$ cat config.mk
export PLATFORM = sky130hd
export DESIGN_NAME = stable_masked_key_sorter
export DESIGN_NICKNAME = d
export VERILOG_FILES = /design/src/smks_pkg.sv /design/src/stable_masked_key_sorter.sv /design/src/smks_ram.sv
export SDC_FILE = /design/constraint.sdc
export NUM_CORES = 2
export LEC_CHECK = 0
export BUFFER_PORTS_ARGS = -buffer_cell sky130_fd_sc_hd__buf_2
export CAP_MARGIN = 20
export CORE_ASPECT_RATIO = 1.4
export CORE_UTILIZATION = 59
export CTS_BUF_LIST = sky130_fd_sc_hd__clkbuf_2
export DETAILED_ROUTE_END_ITERATION = 12
export PLACE_DENSITY = 0.79
export SLEW_MARGIN = 20
export SYNTH_ARGS = -nofsm -noshare
export SYNTH_HDL_FRONTEND = slang
export SYNTH_SLANG_ARGS = --single-unit
export TNS_END_PERCENT = 1
$ cat constraint.sdc
create_clock -name clk -period 5.67 [get_ports clk]
set_input_delay 0.8505 -clock clk [delete_from_list [all_inputs] [get_ports clk]]
set_output_delay 0.8505 -clock clk [all_outputs]
set_load 0.02 [all_outputs]
$ cat src/smks_pkg.sv
// Shared constants and state encoding for the stable masked key sorter.
// No dependencies; used by the top level, the checker and the testbench.
package smks_pkg;

	localparam int MAX_ACTIONS = 32;                      // list capacity, 2..64
	localparam int ADDR_W      = $clog2(MAX_ACTIONS);     // entry address
	localparam int CNT_W       = $clog2(MAX_ACTIONS + 1); // 0..MAX_ACTIONS
	localparam int WORD_W      = 32;
	localparam int ENTRY_W     = 2 * WORD_W;              // {extra, action}

	typedef enum logic [2:0] {
		ST_LOAD,      // collect pairs from the input stream
		ST_SORT_RD,   // fetch next element to insert
		ST_SORT_KEY,  // latch element, fetch left neighbor
		ST_SORT_CMP,  // compare with neighbor, shift right or place
		ST_SORT_PUT,  // place element at entry zero
		ST_OUT_RD,    // fetch next sorted entry
		ST_OUT_LD     // move fetched entry into output register
	} state_t;

endpackage

$ cat src/stable_masked_key_sorter.sv
// Top level of the stable masked key sorter: list capture, in-place insertion
// sort in one entry RAM, and sorted readout. Depends on smks_pkg, smks_ram.
//
//  channel   dir  handshake           payload
//  s_*       in   s_tvalid/s_tready   tdata = action_word, extra_word; tlast = last_item
//  m_*       out  m_tvalid/m_tready   tdata = sorted_action, sorted_extra;
//                                     tlast = end_of_list; tuser = items_dropped
//  cfg_*     in   cfg_wen             cfg_wdata = time_key_mask
//
// Loading accepts one request per cycle in ST_LOAD. On the request marked last, the
// stored list of n pairs is insertion sorted in the RAM: each element is held aside
// while its left neighbours are compared and shifted right, one read at a time on the
// single RAM read port. Readout then moves each fetched result into the output
// register, which lets the next list start loading while the final result waits.
// Reset clears the count, overflow flag, output valid and sets the mask to all ones;
// RAM contents are not cleared. m_tready low only stalls readout.
module stable_masked_key_sorter (
	input  logic                          clk,
	input  logic                          arst_n,
	input  logic                          s_tvalid,
	output logic                          s_tready,
	input  logic [smks_pkg::ENTRY_W-1:0]  s_tdata,   // [31:0] action_word, [63:32] extra_word
	input  logic                          s_tlast,   // last_item
	output logic                          m_tvalid,
	input  logic                          m_tready,
	output logic [smks_pkg::ENTRY_W-1:0]  m_tdata,   // [31:0] sorted_action, [63:32] sorted_extra
	output logic                          m_tlast,   // end_of_list
	output logic                          m_tuser,   // items_dropped
	input  logic                          cfg_wen,
	input  logic [smks_pkg::WORD_W-1:0]   cfg_wdata  // time_key_mask
);

	localparam int AW = smks_pkg::ADDR_W;
	localparam int CW = smks_pkg::CNT_W;
	localparam int WW = smks_pkg::WORD_W;
	localparam int EW = smks_pkg::ENTRY_W;

	smks_pkg::state_t state_q, state_nxt;

	logic [WW-1:0] mask_q;
	logic [CW-1:0] count_q;     // stored pairs of the current list
	logic          ovf_q;       // a request was dropped from this list
	logic [CW-1:0] ins_q;       // element being inserted
	logic [AW-1:0] pos_q;       // hole position during insertion
	logic [AW-1:0] rd_idx_q;    // readout index
	logic [EW-1:0] cur_q;       // element held out while entries shift

	logic          out_valid_q;
	logic [EW-1:0] out_data_q;
	logic          out_last_q;
	logic          out_drop_q;

	logic          ram_we, ram_re;
	logic [AW-1:0] ram_waddr, ram_raddr;
	logic [EW-1:0] ram_wdata, ram_rdata;

	logic in_acc, has_room, ins_more, move_up, out_free, last_entry;

	assign in_acc     = s_tvalid && s_tready;
	assign has_room   = count_q < CW'(smks_pkg::MAX_ACTIONS);
	assign ins_more   = ins_q < count_q;
	assign out_free   = !out_valid_q || m_tready;
	assign last_entry = (CW'(rd_idx_q) + CW'(1)) == count_q;

	// signed compare of masked keys; strict so equal keys stay in order
	assign move_up = $signed(ram_rdata[WW-1:0] & mask_q) > $signed(cur_q[WW-1:0] & mask_q);

	smks_ram #(
		.DEPTH(smks_pkg::MAX_ACTIONS),
		.WIDTH(EW)
	) u_ram (
		.clk  (clk),
		.we   (ram_we),
		.waddr(ram_waddr),
		.wdata(ram_wdata),
		.re   (ram_re),
		.raddr(ram_raddr),
		.rdata(ram_rdata)
	);

	// next state
	always_comb begin
		state_nxt = state_q;
		unique case (state_q)
			smks_pkg::ST_LOAD: begin
				if (in_acc && s_tlast) state_nxt = smks_pkg::ST_SORT_RD;
			end
			smks_pkg::ST_SORT_RD: begin
				state_nxt = ins_more ? smks_pkg::ST_SORT_KEY : smks_pkg::ST_OUT_RD;
			end
			smks_pkg::ST_SORT_KEY: state_nxt = smks_pkg::ST_SORT_CMP;
			smks_pkg::ST_SORT_CMP: begin
				if (!move_up) state_nxt = smks_pkg::ST_SORT_RD;
				else if (pos_q == AW'(1)) state_nxt = smks_pkg::ST_SORT_PUT;
			end
			smks_pkg::ST_SORT_PUT: state_nxt = smks_pkg::ST_SORT_RD;
			smks_pkg::ST_OUT_RD: begin
				if (out_free) state_nxt = smks_pkg::ST_OUT_LD;
			end
			smks_pkg::ST_OUT_LD: begin
				state_nxt = last_entry ? smks_pkg::ST_LOAD : smks_pkg::ST_OUT_RD;
			end
			default: state_nxt = smks_pkg::ST_LOAD;
		endcase
	end

	// RAM port control and input ready
	always_comb begin
		s_tready  = 1'b0;
		ram_we    = 1'b0;
		ram_waddr = pos_q;
		ram_wdata = cur_q;
		ram_re    = 1'b0;
		ram_raddr = rd_idx_q;
		unique case (state_q)
			smks_pkg::ST_LOAD: begin
				s_tready  = 1'b1;
				ram_we    = in_acc && has_room;
				ram_waddr = count_q[AW-1:0];
				ram_wdata = s_tdata;
			end
			smks_pkg::ST_SORT_RD: begin
				ram_re    = ins_more;
				ram_raddr = ins_q[AW-1:0];
			end
			smks_pkg::ST_SORT_KEY: begin
				ram_re    = 1'b1;
				ram_raddr = ins_q[AW-1:0] - AW'(1);
			end
			smks_pkg::ST_SORT_CMP: begin
				// shift neighbor right into the hole, or drop the element in
				ram_we = 1'b1;
				if (move_up) begin
					ram_wdata = ram_rdata;
					ram_re    = pos_q > AW'(1);
					ram_raddr = pos_q - AW'(2);
				end
			end
			smks_pkg::ST_SORT_PUT: ram_we = 1'b1;
			smks_pkg::ST_OUT_RD: ram_re = out_free;
			smks_pkg::ST_OUT_LD: ram_re = 1'b0;
			default: ram_re = 1'b0;
		endcase
	end

	always_ff @(posedge clk or negedge arst_n) begin
		if (!arst_n) begin
			state_q  <= smks_pkg::ST_LOAD;
			mask_q   <= '1;
			count_q  <= '0;
			ovf_q    <= 1'b0;
			ins_q    <= '0;
			pos_q    <= '0;
			rd_idx_q <= '0;
		end else begin
			state_q <= state_nxt;
			if (cfg_wen) mask_q <= cfg_wdata;
			unique case (state_q)
				smks_pkg::ST_LOAD: begin
					if (in_acc) begin
						if (has_room) count_q <= count_q + CW'(1);
						else ovf_q <= 1'b1;
						if (s_tlast) ins_q <= CW'(1);
					end
				end
				smks_pkg::ST_SORT_RD: rd_idx_q <= '0;
				smks_pkg::ST_SORT_KEY: pos_q <= ins_q[AW-1:0];
				smks_pkg::ST_SORT_CMP: begin
					if (move_up) pos_q <= pos_q - AW'(1);
					else ins_q <= ins_q + CW'(1);
				end
				smks_pkg::ST_SORT_PUT: ins_q <= ins_q + CW'(1);
				smks_pkg::ST_OUT_RD: rd_idx_q <= rd_idx_q;
				smks_pkg::ST_OUT_LD: begin
					if (last_entry) begin
						count_q <= '0;
						ovf_q   <= 1'b0;
					end else begin
						rd_idx_q <= rd_idx_q + AW'(1);
					end
				end
				default: ovf_q <= ovf_q;
			endcase
		end
	end

	// element held aside during insertion
	always_ff @(posedge clk) begin
		if (state_q == smks_pkg::ST_SORT_KEY) cur_q <= ram_rdata;
	end

	// output register
	always_ff @(posedge clk or negedge arst_n) begin
		if (!arst_n) begin
			out_valid_q <= 1'b0;
		end else if (state_q == smks_pkg::ST_OUT_LD) begin
			out_valid_q <= 1'b1;
		end else if (m_tready) begin
			out_valid_q <= 1'b0;
		end
	end

	always_ff @(posedge clk) begin
		if (state_q == smks_pkg::ST_OUT_LD) begin
			out_data_q <= ram_rdata;
			out_last_q <= last_entry;
			out_drop_q <= ovf_q;
		end
	end

	assign m_tvalid = out_valid_q;
	assign m_tdata  = out_data_q;
	assign m_tlast  = out_last_q;
	assign m_tuser  = out_drop_q;

endmodule

$ cat src/smks_ram.sv
// Simple dual-port RAM: one write port, one read port, registered read data.
// Generic; no package dependencies.
module smks_ram #(
	parameter int DEPTH = 32,
	parameter int WIDTH = 64,
	localparam int AW = $clog2(DEPTH)
) (
	input  logic             clk,
	input  logic             we,
	input  logic [AW-1:0]    waddr,
	input  logic [WIDTH-1:0] wdata,
	input  logic             re,
	input  logic [AW-1:0]    raddr,
	output logic [WIDTH-1:0] rdata
);

	logic [WIDTH-1:0] mem [DEPTH];

	always_ff @(posedge clk) begin
		if (we) begin
			mem[waddr] <= wdata;
		end
	end

	always_ff @(posedge clk) begin
		if (re) begin
			rdata <= mem[raddr];
		end
	end

endmodule

==> results_dict.tcl <==
set metrics [dict create \
    run_status "finished clean" \
    grt_max_degree 78 \
    postSynthAreaPerCell_sq_um 14.2 \
    place_ws_ns -0.101 \
    r2r-end "u_ram.rdata[17]$_DFFE_PP_" \
    cts_sinks 2301 \
    r2r_setup_slack_ns 0.06 \
    maxSlewHeadroom_pct 12.1 \
    setup_slack_ns 0.0571 \
    fp.dieH_um 467 \
    viasPerCell 6.68 \
    worst_path_max_delay_cell "nor4_2" \
    cap_violations 0 \
    final_common_cell "edfxtp_1" \
    placed_area_sq_um 96700 \
    via_count 63600 \
    hold_start "s_tdata[39]" \
    worst_pin_slew_ns 1.32 \
    initial_utilization_pct 59.4 \
    design.core.area_sq_um 153000 \
    synthFlopType "edfxtp_1" \
    fin_skew_ns 0.242 \
    grt_use_met3_pct 10.5 \
    path_max_fanout 15 \
    path_depth 15 \
    synth_top_cell_by_area "edfxtp_1" \
    cts_tree "yes" \
    die_area_sq_um 156000 \
    cp_cell_sequence "and2_1, ha_1, nand4_2, or4_1, or2_1, or3_1, and2_0, buf_4, o311ai_4, buf_4, nor3_2, buf_4, a22oi_1, nand4_1, nor4_2" \
    rsz0062_at_grt "false" \
    critical_path.most_common_cell "buf_4" \
    holdPathStages 5 \
    antenna_found_initial 17 \
    die_x_um 334 \
    drt-initial-drc-count 9616 \
    ant_nets 0 \
    root_buffer "clkbuf_2" \
    syn_inst 6411 \
    drt-pass1-iter-count 6 \
    post-cts-setup-buffer-count 0 \
    htreeDepth 5 \
    dp_hpwl_mm 156 \
    final_cell_mix "edfxtp_1 (2,242), nand2_1 (1,554), clkbuf_2 (677), nand3_1 (287), buf_4 (244)" \
    gp_congestion 0.961 \
    critPathTopFamily "simple AND/OR/NAND/NOR gates" \
    fin_hold_ws_ns 0.158 \
    rows 170 \
    io_buffers 169 \
    rr_startpoint "u_ram.rdata[30]$_DFFE_PP_" \
    grt_overflow_total 0 \
    netlist.area_leader.share_pct 74.0 \
    area_delta_synth_final_pct 13.3 \
    drcViolationCount 0 \
    holdPathEnd "u_ram.mem[27][39]$_DFFE_PP_" \
    timing.final.crit_share_pct 99.0 \
    finalSetupViolations 0 \
    drive_above_1_share_pct 18.4 \
    critPathBufInv 3 \
    clockBufferDepth 4 \
    synth_cell_type_count 77 \
    synth_nets 6558 \
    fin_area_sq_um 103000 \
    synth_area_leaders "edfxtp_1 (74%), nand2_1 (6.4%), mux2i_1 (2.1%)" \
    grt_first_pass_wirelength_mm 401 \
    synthArstFlopShare_pct 2.56 \
    syn_area_sq_um 90900 \
    crit_type "flip-flop to flip-flop" \
    synth_edf_count 2242 \
    hold_viol_final 0 \
    clkTransAtPathRegs_ns 0.12 \
    finalSetupTns_ns 0 \
    worstSetupStartpointType "flip-flop" \
    cp-end-kind "flip-flop" \
    use_met2_pct 54.6 \
    timing.fmax_mhz 178 \
    final_nets 7324 \
    ys.warnings.count 0 \
    slowest_delay_ns 0.80 \
    seq_area_frac_synth_pct 75.7 \
    numCtsBuffers 495 \
    grt_use_met1_pct 44.4 \
    clk_latency_ns 2.00 \
    yosys_register_bits 2301 \
    min_path_type "input pin to flip-flop" \
    grt.total_usage_pct 35.8 \
    cp.arrival_ns 7.27 \
    cp.required_ns 7.33 \
    busiest_layer "met2" \
    grt_pass1_vias 62300 \
    worstRegToRegCells 15 \
    wirelength_mm 282 \
    io_pins 170 \
    min_period_ns 5.61 \
    slew_violations 0 \
    wl_per_cell_um 29.6 \
]
-- flip-flops by register name, indices dropped and copies added, names as in the netlist --
signal       cells
u_ram.mem     2048
cur_q           64
m_tdata         64
u_ram.rdata     64
mask_q          32
count_q          6
ins_q            6
pos_q            5
rd_idx_q         5
state_q          3
m_tlast          1
m_tuser          1
m_tvalid         1
ovf_q            1
-- worst max path at each step --
stage,start,endpoint,slack [ns]
finish,u_ram.rdata[30]$_DFFE_PP_,u_ram.rdata[17]$_DFFE_PP_,0.06
global route,u_ram.rdata[27]$_DFFE_PP_,u_ram.rdata[33]$_DFFE_PP_,0.001
CTS,u_ram.rdata[22]$_DFFE_PP_,u_ram.rdata[17]$_DFFE_PP_,0.28
detailed placement,u_ram.rdata[22]$_DFFE_PP_,u_ram.rdata[6]$_DFFE_PP_,-0.10
global placement,u_ram.rdata[22]$_DFFE_PP_,u_ram.rdata[16]$_DFFE_PP_,-0.69
floorplan,state_q[2]$_DFFE_PN0P_,u_ram.rdata[0]$_DFFE_PP_,0.04
-- worst register-to-register path, delay by kind of cell, from the launching register on --
family,cells,cell delay (ns)
compound gates,2,0.57
fa+ha+maj,1,0.31
buf+inv,3,0.74
flops,1,0.47
simple gates,9,3.26
-- synth_stat cells (all sizes together), types with 63 or more instances --
cell type,count
a211oi,178
a21oi,163
a22oi,100
a31oi,201
and3,233
buf,130
clkbuf,288
edfxtp,2242
mux2i,191
nand2,1561
nand3,288
nand4,67
nor2,78
o21ai,63
o22ai,108
-- cell type report --
cell class / count / area (sq um)
clock inverters: 183 / 1010
diodes: 12 / 30.0
inverters: 19 / 73.8
clock buffers: 677 / 3390
fillers: 9967 / 50200
well taps: 1978 / 2470
flip-flops and latches: 2301 / 68800
multi-input cells: 3673 / 20800
repair buffers: 687 / 6320
-- per-stage QoR --
stage	utilization (%)	std cells
global placement	63.1	8471
detailed placement	63.1	8475
CTS	67.2	9518
finish	67.2	9530
floorplan	-	6411
global route	67.2	9524
-- routing by layer --
layer  routed length (um)  part of all wire [%]
met5                  276                 0.098
met1                91100                    32
met4                21000                   7.5
met3                42400                    15
met2               127000                    45
-- logic make-up (layout without fill, tap and decap cells) --
logic type | count (synthesis) | in the layout | synth area share, %
other | 0 | 12 | 0
xor gates and xnor gates | 15 | 15 | 0.144
buffers and inverters | 437 | 1566 | 1.94
AOI/OAI and AO/OA | 1007 | 1007 | 7.59
and+or+nand+nor | 2381 | 2381 | 11.5
adders and majority gates | 45 | 45 | 0.619
DFF | 2301 | 2301 | 75.7
muxes | 225 | 225 | 2.52
-- repair_timing --
item / in CTS / in global routing
hold buffers: 183 / 0
hold endpoints to repair: 2168 / 0
endpoints found under the setup margin: 2 / 1
resized for setup: 2 / 1
pin swaps: 0 / 0
Power is left out: the tool's default activity adds up to more than one toggle a clock period on the data nets, which glitch-free logic cannot reach.
